$ cat config.mk
export PLATFORM = sky130hd
export DESIGN_NAME = prime_factor_count_at_least_top
export DESIGN_NICKNAME = d
export VERILOG_FILES = /design/src/design/pfc_pkg.sv /design/src/design/pfc_arith.sv /design/src/design/prime_factor_count_at_least_top.sv
export SDC_FILE = /design/constraint.sdc
export NUM_CORES = 1
export LEC_CHECK = 0
export BUFFER_PORTS_ARGS = -buffer_cell sky130_fd_sc_hd__buf_2
export CAP_MARGIN = 20
export CORE_AREA = 2 2 169 171
export CTS_CLUSTER_DIAMETER = 80
export DETAILED_ROUTE_END_ITERATION = 12
export DIE_AREA = 0 0 171 173
export PLACE_DENSITY = 0.87
export SYNTH_ARGS = -nofsm -noshare
export SYNTH_HDL_FRONTEND = slang
export SYNTH_HIERARCHICAL = 1
export SYNTH_SLANG_ARGS = --single-unit
export TNS_END_PERCENT = 5
$ cat constraint.sdc
create_clock -name clk_i -period 19.35 [get_ports clk_i]
set_input_delay 2.9025 -clock clk_i [delete_from_list [all_inputs] [get_ports clk_i]]
set_output_delay 2.9025 -clock clk_i [all_outputs]
set_load 0.05 [all_outputs]
$ cat src/design/pfc_pkg.sv
`default_nettype none

package pfc_pkg;

  // widths of the input words as they arrive on the ports
  localparam int unsigned NUM_IN_W = 32;
  localparam int unsigned THR_W    = 32;

  typedef enum logic {
    OP_DIV,
    OP_MUL
  } pfc_op_e;

  // request from the sequencer to the shared arithmetic unit
  typedef struct packed {
    logic    start;
    pfc_op_e op;
  } pfc_req_t;

endpackage

`default_nettype wire

$ cat src/design/pfc_arith.sv
`default_nettype none

module pfc_arith #(
  parameter int unsigned AW = 32,
  parameter int unsigned BW = 19
) (
  input  logic                  clk_i,
  input  logic                  rst_ni,
  input  pfc_pkg::pfc_req_t     req_i,
  input  logic [AW-1:0]         a_i,
  input  logic [BW-1:0]         b_i,
  output logic                  done_o,
  output logic [AW-1:0]         quot_o,
  output logic [BW-1:0]         rem_o,
  output logic [AW+BW-1:0]      prod_o
);
  import pfc_pkg::*;

  localparam int unsigned CntW = $clog2(AW + 1);
  localparam int unsigned PW   = AW + BW;

  logic            busy_q, busy_d;
  logic            done_q, done_d;
  pfc_op_e         op_q, op_d;
  logic [CntW-1:0] cnt_q, cnt_d;

  logic [AW-1:0]   qd_q, qd_d;    // dividend shifting out, quotient shifting in
  logic [BW-1:0]   r_q, r_d;      // partial remainder
  logic [BW-1:0]   b_q, b_d;      // divisor, or multiplier shifting right
  logic [PW-1:0]   mc_q, mc_d;    // multiplicand shifting left
  logic [PW-1:0]   acc_q, acc_d;

  logic [BW:0]     trial;
  logic [BW:0]     diff;
  logic            fits;

  assign trial = {r_q, qd_q[AW-1]};
  assign diff  = trial - {1'b0, b_q};
  assign fits  = trial >= {1'b0, b_q};

  always_comb begin
    busy_d = busy_q;
    done_d = 1'b0;
    op_d   = op_q;
    cnt_d  = cnt_q;
    qd_d   = qd_q;
    r_d    = r_q;
    b_d    = b_q;
    mc_d   = mc_q;
    acc_d  = acc_q;
    if (req_i.start) begin
      busy_d = 1'b1;
      op_d   = req_i.op;
      cnt_d  = (req_i.op == OP_DIV) ? CntW'(AW) : CntW'(BW);
      qd_d   = a_i;
      r_d    = '0;
      b_d    = b_i;
      mc_d   = PW'(a_i);
      acc_d  = '0;
    end else if (busy_q) begin
      unique case (op_q)
        OP_DIV: begin
          qd_d = {qd_q[AW-2:0], fits};
          r_d  = fits ? diff[BW-1:0] : trial[BW-1:0];
        end
        OP_MUL: begin
          if (b_q[0]) begin
            acc_d = acc_q + mc_q;
          end
          mc_d = {mc_q[PW-2:0], 1'b0};
          b_d  = {1'b0, b_q[BW-1:1]};
        end
      endcase
      cnt_d = cnt_q - CntW'(1);
      if (cnt_q == CntW'(1)) begin
        busy_d = 1'b0;
        done_d = 1'b1;
      end
    end
  end

  always_ff @(posedge clk_i or negedge rst_ni) begin
    if (!rst_ni) begin
      busy_q <= 1'b0;
      done_q <= 1'b0;
      op_q   <= OP_DIV;
      cnt_q  <= '0;
    end else begin
      busy_q <= busy_d;
      done_q <= done_d;
      op_q   <= op_d;
      cnt_q  <= cnt_d;
    end
  end

  always_ff @(posedge clk_i) begin
    qd_q  <= qd_d;
    r_q   <= r_d;
    b_q   <= b_d;
    mc_q  <= mc_d;
    acc_q <= acc_d;
  end

  assign done_o = done_q;
  assign quot_o = qd_q;
  assign rem_o  = r_q;
  assign prod_o = acc_q;

endmodule

`default_nettype wire

$ cat src/design/prime_factor_count_at_least_top.sv
// channel | valid      | ready       | payload
// --------+------------+-------------+--------------------------
// in      | in_valid_i | in_ready_o  | number_i, threshold_i
// out     | out_valid_o| out_ready_i | at_least_o
//
// one word at a time; divides and multiplies run on the single shared
// shift/add unit
// per wheel step: one square, a few powers when the threshold is above 2,
// and one divide per trial plus one per factor found; about 2^(W/2)/6 steps
// worst case
// reset idles the sequencer and empties the output register
// a finished word waits in the output register; the next input is taken
// meanwhile and its result holds until the output register frees up
`default_nettype none

module prime_factor_count_at_least_top #(
  parameter int unsigned NUMBER_WIDTH = 32
) (
  input  logic                          clk_i,
  input  logic                          rst_ni,
  input  logic                          in_valid_i,
  output logic                          in_ready_o,
  input  logic [pfc_pkg::NUM_IN_W-1:0]  number_i,
  input  logic [pfc_pkg::THR_W-1:0]     threshold_i,
  output logic                          out_valid_o,
  input  logic                          out_ready_i,
  output logic                          at_least_o
);
  import pfc_pkg::*;

  localparam int unsigned NW    = NUMBER_WIDTH;
  localparam int unsigned CW    = (NW + 1) / 2 + 2;
  localparam int unsigned PW    = NW + CW;
  localparam int unsigned CNT_W = $clog2(NW + 1);

  localparam int unsigned DIV_TWO    = 2;
  localparam int unsigned DIV_THREE  = 3;
  localparam int unsigned CAND_FIRST = 5;
  localparam int unsigned CAND_STEP  = 6;
  localparam int unsigned PAIR_GAP   = 2;

  localparam logic [1:0] ST_IDLE  = 2'd0;
  localparam logic [1:0] ST_ISSUE = 2'd1;
  localparam logic [1:0] ST_WAIT  = 2'd2;
  localparam logic [1:0] ST_OUT   = 2'd3;

  localparam logic [1:0] KD_STRIP = 2'd0;
  localparam logic [1:0] KD_SQ    = 2'd1;
  localparam logic [1:0] KD_POW   = 2'd2;

  localparam logic [1:0] PH_TWO   = 2'd0;
  localparam logic [1:0] PH_THREE = 2'd1;
  localparam logic [1:0] PH_LO    = 2'd2;
  localparam logic [1:0] PH_HI    = 2'd3;

  logic [1:0]       state_q, state_d;
  logic [1:0]       kind_q, kind_d;
  logic [1:0]       phase_q, phase_d;
  logic             out_valid_q, out_valid_d;
  logic             at_least_q, at_least_d;

  logic [NW-1:0]    rem_q, rem_d;
  logic [THR_W-1:0] need_q, need_d;
  logic [CW-1:0]    cand_q, cand_d;
  logic [NW-1:0]    pow_q, pow_d;
  logic [CNT_W-1:0] lg_q, lg_d;
  logic             res_q, res_d;

  logic [NW-1:0]    num_masked;
  logic [CW-1:0]    divisor;
  logic [THR_W-1:0] need_dec;
  logic             prod_gt_rem;

  pfc_req_t         req;
  logic [NW-1:0]    op_a;
  logic [CW-1:0]    op_b;
  logic             done;
  logic [NW-1:0]    quot;
  logic [CW-1:0]    rmd;
  logic [PW-1:0]    prod;

  if (NW > NUM_IN_W) begin : g_wide
    assign num_masked = {{(NW - NUM_IN_W){1'b0}}, number_i};
  end else begin : g_narrow
    assign num_masked = number_i[NW-1:0];
  end

  always_comb begin
    unique case (phase_q)
      PH_TWO:   divisor = CW'(DIV_TWO);
      PH_THREE: divisor = CW'(DIV_THREE);
      PH_LO:    divisor = cand_q;
      PH_HI:    divisor = cand_q + CW'(PAIR_GAP);
    endcase
  end

  always_comb begin
    req.start = (state_q == ST_ISSUE);
    unique case (kind_q)
      KD_SQ: begin
        req.op = OP_MUL;
        op_a   = NW'(cand_q);
        op_b   = cand_q;
      end
      KD_POW: begin
        req.op = OP_MUL;
        op_a   = pow_q;
        op_b   = cand_q;
      end
      default: begin
        req.op = OP_DIV;
        op_a   = rem_q;
        op_b   = divisor;
      end
    endcase
  end

  pfc_arith #(
    .AW(NW),
    .BW(CW)
  ) u_arith (
    .clk_i  (clk_i),
    .rst_ni (rst_ni),
    .req_i  (req),
    .a_i    (op_a),
    .b_i    (op_b),
    .done_o (done),
    .quot_o (quot),
    .rem_o  (rmd),
    .prod_o (prod)
  );

  assign need_dec    = (need_q != '0) ? need_q - THR_W'(1) : '0;
  assign prod_gt_rem = prod > PW'(rem_q);

  always_comb begin
    state_d     = state_q;
    kind_d      = kind_q;
    phase_d     = phase_q;
    rem_d       = rem_q;
    need_d      = need_q;
    cand_d      = cand_q;
    pow_d       = pow_q;
    lg_d        = lg_q;
    res_d       = res_q;
    out_valid_d = out_valid_q && !out_ready_i;
    at_least_d  = at_least_q;

    unique case (state_q)
      ST_IDLE: begin
        if (in_valid_i) begin
          rem_d  = num_masked;
          need_d = threshold_i;
          if (num_masked <= NW'(1)) begin
            res_d   = 1'b0;
            state_d = ST_OUT;
          end else begin
            kind_d  = KD_STRIP;
            phase_d = PH_TWO;
            state_d = ST_ISSUE;
          end
        end
      end
      ST_ISSUE: begin
        state_d = ST_WAIT;
      end
      ST_WAIT: begin
        if (done) begin
          state_d = ST_ISSUE;
          unique case (kind_q)
            KD_SQ: begin
              if (prod_gt_rem) begin
                // wheel exhausted: leftover above one is a single prime
                res_d   = (need_q == THR_W'(1));
                state_d = ST_OUT;
              end else if (need_q <= THR_W'(2)) begin
                kind_d  = KD_STRIP;
                phase_d = PH_LO;
              end else begin
                pow_d  = prod[NW-1:0];
                lg_d   = CNT_W'(2);
                kind_d = KD_POW;
              end
            end
            KD_POW: begin
              if (prod_gt_rem) begin
                // remaining factors cannot reach the threshold
                res_d   = 1'b0;
                state_d = ST_OUT;
              end else if (need_q <= THR_W'(lg_q) + THR_W'(1)) begin
                kind_d  = KD_STRIP;
                phase_d = PH_LO;
              end else begin
                pow_d = prod[NW-1:0];
                lg_d  = lg_q + CNT_W'(1);
              end
            end
            default: begin
              if (rmd == '0) begin
                rem_d  = quot;
                need_d = need_dec;
              end else begin
                unique case (phase_q)
                  PH_TWO: phase_d = PH_THREE;
                  PH_LO:  phase_d = PH_HI;
                  default: begin
                    if (need_q == '0) begin
                      res_d   = 1'b1;
                      state_d = ST_OUT;
                    end else if (rem_q == NW'(1)) begin
                      res_d   = 1'b0;
                      state_d = ST_OUT;
                    end else begin
                      cand_d = (phase_q == PH_THREE) ? CW'(CAND_FIRST)
                                                     : cand_q + CW'(CAND_STEP);
                      kind_d = KD_SQ;
                    end
                  end
                endcase
              end
            end
          endcase
        end
      end
      ST_OUT: begin
        if (!out_valid_q || out_ready_i) begin
          out_valid_d = 1'b1;
          at_least_d  = res_q;
          state_d     = ST_IDLE;
        end
      end
    endcase
  end

  always_ff @(posedge clk_i or negedge rst_ni) begin
    if (!rst_ni) begin
      state_q     <= ST_IDLE;
      kind_q      <= KD_STRIP;
      phase_q     <= PH_TWO;
      out_valid_q <= 1'b0;
    end else begin
      state_q     <= state_d;
      kind_q      <= kind_d;
      phase_q     <= phase_d;
      out_valid_q <= out_valid_d;
    end
  end

  always_ff @(posedge clk_i) begin
    rem_q      <= rem_d;
    need_q     <= need_d;
    cand_q     <= cand_d;
    pow_q      <= pow_d;
    lg_q       <= lg_d;
    res_q      <= res_d;
    at_least_q <= at_least_d;
  end

  assign in_ready_o  = (state_q == ST_IDLE);
  assign out_valid_o = out_valid_q;
  assign at_least_o  = at_least_q;

endmodule

`default_nettype wire

Word level (Yosys, flattened, before mapping)
Cells that the tools add are included.
Cells by class
  multipliers: 0
  add/sub/neg operators: 8
  bitwise operators: 6
  shift-type cells: 0
  equal/unequal tests: 35
  reduce and logical (&&, ||, !) cells: 28
  div/mod/pow operators: 0
  magnitude comparators: 5
  mux-type cells: 90
Operators by type and width (number)
  32-bit two-way mux: 19
  32-bit one-hot mux with 2 select lines: 4
  18-bit two-way mux: 5
  18-bit one-hot mux with 4 select lines: 1
  32-bit by 1-bit equality test with 1-bit output, second input constant: 2
  2-bit two-way mux: 27
  50-bit adder: 1
  50-bit by 32-bit > comparator with 1-bit output: 1
  6-bit two-way mux: 7
  32-bit by 1-bit <= comparator with 1-bit output, second input constant: 1
  32-bit by 2-bit <= comparator with 1-bit output, second input constant: 1
  32-bit by 7-bit <= comparator with 1-bit output: 1
  32-bit zero test: 1
  32-bit nonzero test: 1
  32-bit by 1-bit subtractor with 32-bit output, second input constant: 1
  2-bit inequality test, second input constant: 10
  2-bit one-hot mux with 2 select lines: 5
  19-bit by 18-bit >= comparator with 1-bit output: 1
  18-bit by 2-bit adder with 18-bit output, second input constant: 1
  18-bit by 3-bit adder with 18-bit output, second input constant: 1
  18-bit zero test: 1
  1-bit two-way mux: 18
  3-bit inequality test, second input constant: 6
  18-bit subtractor: 1
  other kinds (26): 55
Word-level totals
  memories kept: 0
  logic and storage cells: 193
  bits in latches: 0
  output and inout port bits: 3
  bits in writable memories: 0
  bits in read-only memories: 0
  register bits: 306
  input port bits: 68

Longest topological paths before layout
Gate-level depths: netlist of the first run.
  depth in word-level cells: 8
  gate-level depth with buffers: 14
  gate-level depth less buffers: 14

Modules after synthesis
Netlist of the first run, hierarchy kept.
By module, submodules not included
  pfc_arith: instances 1, sequential area each 4409.2 um^2, cells each 1225, area an instance 10432.5 um^2
  prime_factor_count_at_least_top: instances 1, sequential area each 3808.7 um^2, cells each 871, area an instance 8099.0 um^2

Worst setup path after synthesis of the first run
No wires, ideal clock.
  kind: register to register
  from: reg rem_q[31]
  to: reg lg_q[0] (enable)
  period minus slack after synthesis: 8.797 ns
  setup slack: 10.553 ns
  stages on the path, launching flop included: 9
  required time: 18.712 ns
  arrival time: 8.159 ns
  path buffers: 0
  library setup time: 0.638 ns
  cell sequence: edfxtp_1 > inv_1 > ha_1 > nand4bb_1 > or4_1 > nor4_2 > nor3_1 > a211o_1 > a2111oi_0
On the way
  longest elaborated chain between the ends: 3
  elaborated cells between the ends (all ways): 4
  those cells by class: order compare (1); eq/ne (2); reduce/logical (1)
RTL lines
  start: declaration: RTL line prime_factor_count_at_least_top.sv:62  | logic [NW-1:0] rem_q, rem_d;
  start signal: assignment: RTL line prime_factor_count_at_least_top.sv:250  | rem_q <= rem_d;
  50-bit by 32-bit > comparator with 1-bit output (*): RTL line prime_factor_count_at_least_top.sv:134  | assign prod_gt_rem = prod > PW'(rem_q);
  2-bit inequality test (no source line)
  7-bit AND reduction (no source line) (*)
  end signal: assignment: RTL line prime_factor_count_at_least_top.sv:254  | lg_q <= lg_d;
  end: declaration: RTL line prime_factor_count_at_least_top.sv:66  | logic [CNT_W-1:0] lg_q, lg_d;
Mark *: on every way between the ends. The rest lies on a longest branch, timed or not.
A chain may end at the register's enable or synchronous reset.

Worst setup path after layout of the first run
  from: in number_i[27] (netlist name)
  to: reg kind_q[1]
On the way
  longest elaborated chain between the ends: 3
RTL lines
  start: declaration: RTL line prime_factor_count_at_least_top.sv:23  | input logic [pfc_pkg::NUM_IN_W-1:0] number_i,
  32-bit by 1-bit <= comparator with 1-bit output: RTL line prime_factor_count_at_least_top.sv:154  | if (num_masked <= NW'(1)) begin
  2-bit inequality test (no source line)
  11-bit AND reduction (no source line)
  end signal: assignment: RTL line prime_factor_count_at_least_top.sv:243  | kind_q <= kind_d;
  end: declaration: RTL line prime_factor_count_at_least_top.sv:57  | logic [1:0] kind_q, kind_d;
No other way between the ends.

==> impl_metrics.yaml, run 1 <==
clocking:
  cts_buffers: 34
  cts_root_buf: "clkbuf_16"
  clock_latency_ns: 0.52
  postCtsSetupBuffers: 0
  cts_resized: 0
  hold_buffers: 0
  cts.sinks: 305
  cts-htree-levels: 2
  clk_path_buf_depth: 3
  clkSlewWorstSetupHoldPaths_ns: 0.06
  cts_tree: "done"
pwr:
  swShare_pct: 42.8
  combPwrFrac_pct: 46.9
  power_density_nw_per_um2: 169
  intPower_uw: 1960
  seqPwrFrac_pct: 34.8
  p_leak_uw: 0.00821
  pwr-share-clk_pct: 18.3
  switching_power_uw: 1460
  peakVddDrop_v: 0.000130
min_path:
  min_path_cells: 0
  hold_path.startpoint: "res_q"
  min_to: "at_least_o"
  min_path_type: "flip-flop to flip-flop"
sta:
  relSlewSlack_pct: 25.9
  final_hold_viol_count: 0
  rsz0062_at_grt: "false"
  min_period_over_period_pct: 24.4
  max_clock_freq_mhz: 211
  drv_slew: 0
  finClkSkew_ns: 0.0177
  finalSetupViolations: 0
  fin_setup_tns_ns: 0
  worst_slew_pin_slew_ns: 1.11
  final.min_clock_period_ns: 4.73
floorplanning:
  die_y_um: 173
  io_pins: 71
  die_x_um: 171
  dieArea_um2: 29600
  fp-row-count: 61
  start_util_pct: 67.1
  core-area_um2: 27600
placement:
  io_buffers: 70
  placed_cells: 2458
  gp_congestion: 0.934
  place_area_um2: 19100
  hpwl_um: 32600
global_route:
  grt_pass1_vias: 15500
  track_usage_pct: 31.8
  met2_usage_pct: 53.8
  use_met1_pct: 39.5
  grt_first_pass_wirelength_um: 76500
  grt_max_degree: 204
  antenna_found_initial: 0
  grt_busiest_layer: "met2"
  grt.overflow.total: 0
  met3_usage_pct: 4.60
synthesis:
  synth_area_um2: 18500
  synth_edf_count: 203
  synth_flop_cell: "edfxtp_1"
  netlist_instances: 2096
  yosysSeqAreaShare_pct: 44.3
  ys_seq_elements: 305
  synthesis.nets: 2283
  yosys_warnings: 6
  avgSynthCellArea_um2: 8.84
  synth-async-reset-ratio_pct: 5.25
  synthDistinctLibCells: 75
routing:
  wirelength_um: 47700
  ant_nets: 0
  wl_per_cell_um: 18.9
  drt_iter0_markers: 1720
  vias_per_cell: 6.38
  drc_errors: 0
  drt_first_pass_iters: 5
  vias: 16100
setup_path:
  crit_path_max_incr_delay_ns: 0.71
  critPathMaxFanout: 5
  rr_endpoint: "pow_q[27]"
  rr_startpoint: "u_arith/prod_o[38]"
  crit_path_end_kind: "flip-flop"
  reg2reg_depth: 7
  rrSetupSlack_ns: 14.72
  slowest_stage: "o21ai_0"
  path_cells: "buf_2 -> nor4_1 -> nand4_1 -> o21ai_0 -> a21oi_1 -> mux2_2"
  cpLargestDelayFamily: "compound AO/OA/AOI/OAI gates"
  worstPathArrival_ns: 5.12
  path_buf_inv: 1
  worstSetupPathType: "input port to flip-flop"
  critPathLaunchType: "input port"
  required_ns: 19.74
job:
  cap_viol_max_count: 0
finish:
  fin_cells: 2520
  antennaDiodeCount: 0
  drive_gt1_share_pct: 7.28
  post-route-util_pct: 73.1
  area_growth_pct: 8.95
  final_area_um2: 20200
  n_fill_cell: 1996
  nNetsFinal: 2303
status:
  status: "finished, final reports clean"
==> cells by family (layout without fill, tap and decap cells) <==
kind of cell | after synthesis | in the layout | synth area share (%)
compound gates | 556 | 556 | 18.0
xor+xnor | 110 | 110 | 5.20
fa+ha+maj | 119 | 119 | 8.12
buf+inv | 250 | 296 | 5.10
flops | 305 | 305 | 44.3
mux | 13 | 13 | 0.709
simple gates | 743 | 743 | 18.5
==> worst reg2reg max path: cells and delay by family, from the launching register on <==
family / cells / cell delay (ns)
AOI/OAI and AO/OA: 4 / 2.45
and+or+nand+nor: 2 / 0.93
buffers and inverters: 1 / 0.53
DFF: 1 / 0.33
==> cell usage in the layout, fill, tap and decap left out, types with 7 or more instances in the layout <==
cell type | Yosys | layout
buf_2 | 6 | 70
o21bai_1 | 18 | 18
o31ai_1 | 8 | 8
nor2_1 | 103 | 103
ha_1 | 117 | 117
nand3b_1 | 10 | 10
inv_1 | 151 | 151
a31oi_1 | 11 | 11
nand2_1 | 401 | 401
xnor2_1 | 61 | 61
dfrtp_1 | 16 | 16
a21oi_1 | 175 | 174
a21o_1 | 37 | 37
a221oi_1 | 17 | 17
clkbuf_16 | 0 | 37
nand4_1 | 30 | 30
mux2i_1 | 12 | 12
nand3_1 | 27 | 27
o211ai_1 | 9 | 9
and3_1 | 16 | 15
buf_4 | 0 | 12
nor2b_1 | 17 | 15
nor3_1 | 35 | 35
xor2_1 | 49 | 49
or3_1 | 13 | 13
edfxtp_1 | 203 | 203
nand2b_1 | 11 | 9
a211oi_1 | 17 | 17
clkbuf_1 | 85 | 20
nor4_1 | 33 | 33
dfxtp_1 | 86 | 86
and2_1 | 7 | 7
o21ai_0 | 198 | 198
or4_1 | 8 | 8
==> Yosys cell counts (all sizes together), types with 10 or more instances <==
cell type | count | share of area [%]
dfrtp | 16 | 2.2
nor3 | 35 | 0.95
nand4 | 30 | 1.0
xnor2 | 61 | 2.9
or3 | 14 | 0.50
xor2 | 49 | 2.3
mux2i | 12 | 0.65
nand2 | 401 | 8.1
a31oi | 11 | 0.37
a221oi | 17 | 0.80
buf | 14 | 0.32
o31ai | 10 | 0.46
o21ai | 205 | 5.6
and3 | 16 | 0.54
edfxtp | 203 | 33
a211oi | 17 | 0.69
ha | 117 | 7.9
a21oi | 175 | 4.7
nand2b | 11 | 0.37
clkbuf | 85 | 1.7
or4 | 11 | 0.51
o211ai | 10 | 0.43
inv | 151 | 3.1
dfxtp | 86 | 9.3
a21o | 37 | 1.5
nor4 | 36 | 1.4
nor2b | 17 | 0.57
nand3 | 27 | 0.73
nor2 | 103 | 2.1
o21bai | 18 | 0.73
nand3b | 10 | 0.41
==> worst max-delay path by stage <==
stage                 endpoint  cells past startpoint         start  slack, ns
floorplan              lg_q[0]                      8     rem_q[31]      10.55
global placement         res_q                      6  number_i[27]      14.28
detailed placement   rem_q[26]                      6    in_valid_i      14.22
CTS                      res_q                      6  number_i[27]      14.70
global route        need_q[25]                      6    in_valid_i      14.56
finish               kind_q[1]                      6  number_i[27]      14.62
==> flip-flops by register name (all words and copies together) (netlist names) <==
signal	count
rem_q	32
u_arith/b_q	18
u_arith/prod_o	50
cand_q	17
u_arith/mc_q	50
u_arith/done_o	1
u_arith/quot_o	32
res_q	1
state_q	2
phase_q	2
u_arith/rem_o	18
pow_q	32
u_arith/cnt_q	6
need_q	32
out_valid_o	1
u_arith/op_q	1
lg_q	6
at_least_o	1
kind_q	2
u_arith/busy_q	1
==> power by group through the flow <==
stage | logic [µW] | registers (µW) | clock network (µW)
floorplan | 1200 | 1130 | 0
global placement | 1480 | 1190 | 0
detailed placement | 1540 | 1190 | 0
CTS | 1570 | 1190 | 631
global route | 1770 | 1210 | 654
finish | 1600 | 1190 | 626
==> through the flow <==
step                      power, µW  hold slack, ns  setup WS [ns]
after global routing           3640           0.437          14.56
after detailed placement       2740           0.406          14.22
after CTS                      3390           0.423          14.70
after floorplan                2340           0.400          10.55
after global placement         2670           0.411          14.28
final                          3420           0.422          14.62
==> metal layers <==
metal | share of wire (%) | wire length (µm)
met5 | 0 | 0
met4 | 5.5 | 2620
met3 | 8.2 | 3890
met2 | 48 | 22900
met1 | 38 | 18300
==> cell type report <==
cell class                      count  area [µm²]  share of cell area [%]
Sequential cell                   305        8220                    40.7
Clock buffer                       58        1010                    5.03
Multi-Input combinational cell   1541        9410                    46.6
Tap cell                          378         473                    2.34
Inverter                          151         567                    2.81
Timing Repair Buffer               83         460                    2.28
Clock inverter                      4        43.8                   0.217
No activity file was read; power rests on OpenSTA's default activity.
==> inputs of run 2 (changes only) <==
CORE_AREA = 2 2 175 177   (was 2 2 169 171)
DIE_AREA = 0 0 177 179   (was 0 0 171 173)
PLACE_DENSITY = 0.82   (was 0.87)
clock period = 4.6 ns   (was 19.35 ns; I/O delays follow)
==> impl_metrics.yaml, run 2 (synthesis gave the netlist of run 1 again) <==
status:
  status: "finished, final reports clean"
global_route:
  track_usage_pct: 31.0
  grt_pass1_vias: 15500
  antenna_found_initial: 0
  grt.overflow.total: 0
  grt_first_pass_wirelength_um: 78000
  grt_max_degree: 179
pwr:
  peakVddDrop_v: 0.000531
  p_total_uw: 14900
  power_density_nw_per_um2: 728
  p_leak_uw: 0.00834
setup_path:
  rr_endpoint: "pow_q[15]"
  rrSetupSlack_ns: 0.77
  rr_startpoint: "rem_q[29]"
  critPathMaxFanout: 32
  worstSetupPathType: "flip-flop to flip-flop"
  reg2reg_depth: 9
  required_ns: 4.80
  worstPathArrival_ns: 4.03
  crit_path_end_kind: "flip-flop"
  crit_start: "rem_q[29]"
  endpoint: "pow_q[15]"
  critPathLaunchType: "flip-flop"
min_path:
  min_path_type: "input port to asynchronous set/reset pin"
finish:
  n_fill_cell: 2325
  area_growth_pct: 10.5
  drive_gt1_share_pct: 8.33
  fin_cells: 2545
  regArea_um2: 8220
  antennaDiodeCount: 0
  final_common_cell: "nand2_1"
  multi_input_area_um2: 9430
  layout_common_cells: "nand2_1, edfxtp_1, o21ai_0"
  nNetsFinal: 2309
  post-route-util_pct: 68.2
placement:
  io_buffers: 70
  gp_congestion: 0.959
  placed_cells: 2479
  hpwl_um: 34200
routing:
  vias_per_cell: 6.23
  drt_iter0_markers: 1573
  wirelength_um: 48600
  vias: 15900
  drc_errors: 0
  wl_per_cell_um: 19.1
  ant_nets: 0
  drt_first_pass_iters: 6
sta:
  relSlewSlack_pct: 24.5
  final.min_clock_period_ns: 3.83
  min_period_over_period_pct: 83.3
  final_hold_viol_count: 0
  drv_slew: 0
  rsz0062_at_grt: "false"
  finalSetupViolations: 0
  worst_slew_pin_slew_ns: 1.13
  finClkSkew_ns: 0.0218
  max_clock_freq_mhz: 261
job:
  cap_viol_max_count: 0
clocking:
  postCtsSetupBuffers: 0
  clkSlewWorstSetupHoldPaths_ns: 0.06
  clock_latency_ns: 0.53
  cts_resized: 0
  cts_tree: "done"
  cts_root_buf: "clkbuf_16"
  hold_buffers: 0
  cts_buffers: 35
  cts-htree-levels: 2
  clk_path_buf_depth: 3
  cts.sinks: 305
floorplanning:
  dieArea_um2: 31700
  core-area_um2: 30000
  start_util_pct: 61.7
  fp-row-count: 64
  die_y_um: 179
  io_pins: 71
  die_x_um: 177
run 2: where the power goes:
part | leakage [µW] | internal [µW] | switching (µW)
combinational | 0.00490 | 2440 | 4430
clock | 0.000610 | 1890 | 1160
sequential | 0.00283 | 4240 | 753
run 2: how the worst min path moves through the flow:
stage                      start          end  slack, ns  cells past startpoint
after floorplan           rst_ni    kind_q[0]       0.39                      0
after global placement     res_q   at_least_o       0.42                      0
after detailed placement   res_q   at_least_o       0.42                      0
after CTS                 rst_ni   state_q[0]        0.1                      1
after global routing      rst_ni   state_q[0]       0.12                      1
final                     rst_ni  out_valid_o       0.09                      1
run 2: metal layers:
metal  up-vias  wire length (µm)  track usage (%)
met3       124              3360             4.35
met2       642             24000             54.8
li1       7522                 -                -
met5         -                 0                0
met1      7575             19200             37.6
met4         0              2120             14.2
run 2: final cells by class:
class,count,area share (%)
Inverter,151,2.77
Clock inverter,21,1.50
Tap cell,396,2.42
Multi-Input combinational cell,1541,46.0
Clock buffer,43,4.67
Timing Repair Buffer,88,2.48
Sequential cell,305,40.1
run 2: stage by stage:
step                hold WS (ns)  area [µm²]  setup WS, ns  TNS, ns
finish                    0.0938       20500         0.769        0
CTS                       0.0966       20500         0.830        0
global placement           0.416       19200          1.02        0
global route               0.122       20500         0.524        0
floorplan                  0.394       18600        -0.257   -16.45
detailed placement         0.416       19200         0.871        0
run 2: worst max-delay path, cell delays in order (launching register included):
cell and delay (ns):
edfxtp_1 0.35, inv_1 0.06, ha_1 0.33, nand4_1 0.19, or4_1 0.60, nor4_2 0.38
nor3_1 0.12, a211o_1 0.46, a2111oi_4 0.69, buf_12 0.31
==> inputs of run 3 (changes only) <==
ABC_AREA = 1   (was not set)
CORE_AREA = 2 2 194 196   (was 2 2 175 177)
DIE_AREA = 0 0 196 198   (was 0 0 177 179)
PLACE_DENSITY = 0.79   (was 0.82)
clock period = 3.2 ns   (was 4.6 ns; I/O delays follow)
==> impl_metrics.yaml, run 3 <==
routing:
  wirelength_um: 61300
  drt_first_pass_iters: 6
  vias_per_cell: 5.62
  ant_nets: 0
  drt_iter0_markers: 1904
  vias: 19300
  drc_errors: 0
  wl_per_cell_um: 17.9
synthesis:
  yosys_warnings: 6
  avgSynthCellArea_um2: 7.25
  synth_flop_cell: "edfxtp_1"
  synthMuxAreaShare_pct: 0
  synthSimpleGateAreaFrac_pct: 30.6
  synthDistinctLibCells: 62
  post-synth-top-area-fraction_pct: 29.4
  synth_edf_count: 203
  synth_xor_area_share_pct: 2.62
  synth_compound_area_share_pct: 10.6
  synth_fa_ha_area_share_pct: 7.26
  yosysSeqAreaShare_pct: 39.7
  synth_area_um2: 20700
  yosysTopAreaCell: "edfxtp_1"
  synth_top_family_by_area: "simple AND/OR/NAND/NOR gates"
  synthesis.nets: 3045
  synth-async-reset-ratio_pct: 5.25
  ys_seq_elements: 305
  synth_most_common_cell: "nand2_1"
  netlist_instances: 2858
  yosys-top-cells-area: "edfxtp_1, nand2_1, dfxtp_1"
  synth_common_cells: "nand2_1, inv_1, nor2_1"
placement:
  gp_congestion: 0.971
  hpwl_um: 46600
  place_area_um2: 21700
  io_buffers: 70
  dp_slack_ns: 0.242
global_route:
  grt.overflow.total: 0
  track_usage_pct: 31.8
  grt_max_degree: 130
  grt_first_pass_wirelength_um: 97300
  grt_pass1_vias: 18300
  antenna_found_initial: 1
finish:
  multi_input_area_um2: 10600
  final_common_cell: "nand2_1"
  n_fill_cell: 3317
  regArea_um2: 8220
  area_growth_pct: 10.3
  final_area_um2: 22900
  layout_common_cells: "nand2_1, inv_1, nor2_1"
  post-route-util_pct: 61.9
  drive_gt1_share_pct: 7.44
  nNetsFinal: 3115
setup_path:
  critPathMaxFanout: 4
  worstPathArrival_ns: 3.21
  worstSetupPathType: "flip-flop to flip-flop"
  crit_path_end_kind: "flip-flop"
  rrSetupSlack_ns: 0.49
  required_ns: 3.71
  critPathLaunchType: "flip-flop"
sta:
  final_hold_viol_count: 0
  min_period_over_period_pct: 84.6
  drv_slew: 0
  hold-worst-slack_ns: 0.147
  worst_slew_pin_slew_ns: 0.711
  finClkSkew_ns: 0.0178
  final.min_clock_period_ns: 2.71
  max_clock_freq_mhz: 370
  setup_ws_ns: 0.494
  finalSetupViolations: 0
  fin_setup_tns_ns: 0
  relSlewSlack_pct: 52.5
  rsz0062_at_grt: "false"
clocking:
  hold_buffers: 1
  postCtsSetupBuffers: 0
  clkSlewWorstSetupHoldPaths_ns: 0.06
  clock_latency_ns: 0.56
  cts_tree: "done"
  cts-htree-levels: 2
  cts_root_buf: "clkbuf_16"
  cts_buffers: 36
  cts_resized: 0
  clk_path_buf_depth: 3
  cts.sinks: 305
floorplanning:
  die_y_um: 198
  core-area_um2: 37000
  fp-row-count: 71
  dieArea_um2: 38800
  die_x_um: 196
  io_pins: 71
  start_util_pct: 56.1
pwr:
  p_leak_uw: 0.0112
  power_density_nw_per_um2: 1080
  peakVddDrop_v: 0.000538
status:
  status: "finished, final reports clean"
min_path:
  min_path_type: "input port to flip-flop"
job:
  cap_viol_max_count: 0
## run 3: cell types whose count changed in the layout (fill, tap and decap cells not counted), moves of 22 or more
cell | before | now
a21o_1 | 37 | 7
nand3_1 | 27 | 168
inv_1 | 151 | 426
xnor2_1 | 61 | 18
o21a_1 | 6 | 28
a21oi_1 | 174 | 97
o21ai_0 | 198 | 147
nand2_1 | 401 | 926
nor2_1 | 103 | 258
## run 3: stage by stage
stage	total power, µW	cells
finish	24700	3431
CTS	24500	3429
floorplan	16600	2858
detailed placement	20300	3362
global route	26600	3431
global placement	20000	3362
## run 3: power breakdown
part	internal [µW]	switching, µW
Clock	2340	1710
Combinational	4240	8910
Sequential	6360	1120
## run 3: routing by layer
metal | routed length (µm) | GRT usage (%) | part of all wire [%] | vias up
li1 | - | - | - | 9382
met1 | 27500 | 44.5 | 45 | 9052
met2 | 27600 | 51.2 | 45 | 733
met3 | 4570 | 4.89 | 7.5 | 111
met4 | 1610 | 9.62 | 2.6 | 0
met5 | 0 | 0 | 0 | -
## run 3: layout make-up
type,count,share of cell area [%]
multi-input combinational,2051,46.4
sequential,305,35.9
inverter,437,7.19
clock buffer,54,4.68
timing repair buffer,97,2.76
tap,474,2.59
clock inverter,12,0.394
antenna,1,0.0109
## run 3: worst paths after layout
kind                                   start                  to  cells after the start
max                        u_arith/prod_o[0]  u_arith/prod_o[22]                     14
min                              out_ready_i         out_valid_o                      2
max reg2reg                u_arith/prod_o[0]  u_arith/prod_o[22]                     14
min reg2reg                            res_q          at_least_o                      0
max in group asynchronous             rst_ni    u_arith/cnt_q[1]                      2
min in group asynchronous             rst_ni           kind_q[0]                      2
## run 3: kinds of logic after synthesis
kind of cell               Yosys count
and+or+nand+nor                   1496
buffers and inverters              502
AOI/OAI and AO/OA                  374
DFF                                305
adders and majority gates          119
xor gates and xnor gates            62
## run 3: critical path, stage by stage (launching register included)
cell      delay, ns
dfxtp_1        0.37
ha_1           0.27
inv_1          0.09
fa_1           0.41
inv_1          0.09
nand3_1        0.07
nand2_1        0.18
nand2_1        0.07
nand2_1        0.19
nand3_1        0.11
nand3b_1       0.18
nor2_1         0.06
o21ai_0        0.39
nand2_1        0.12
inv_1          0.07
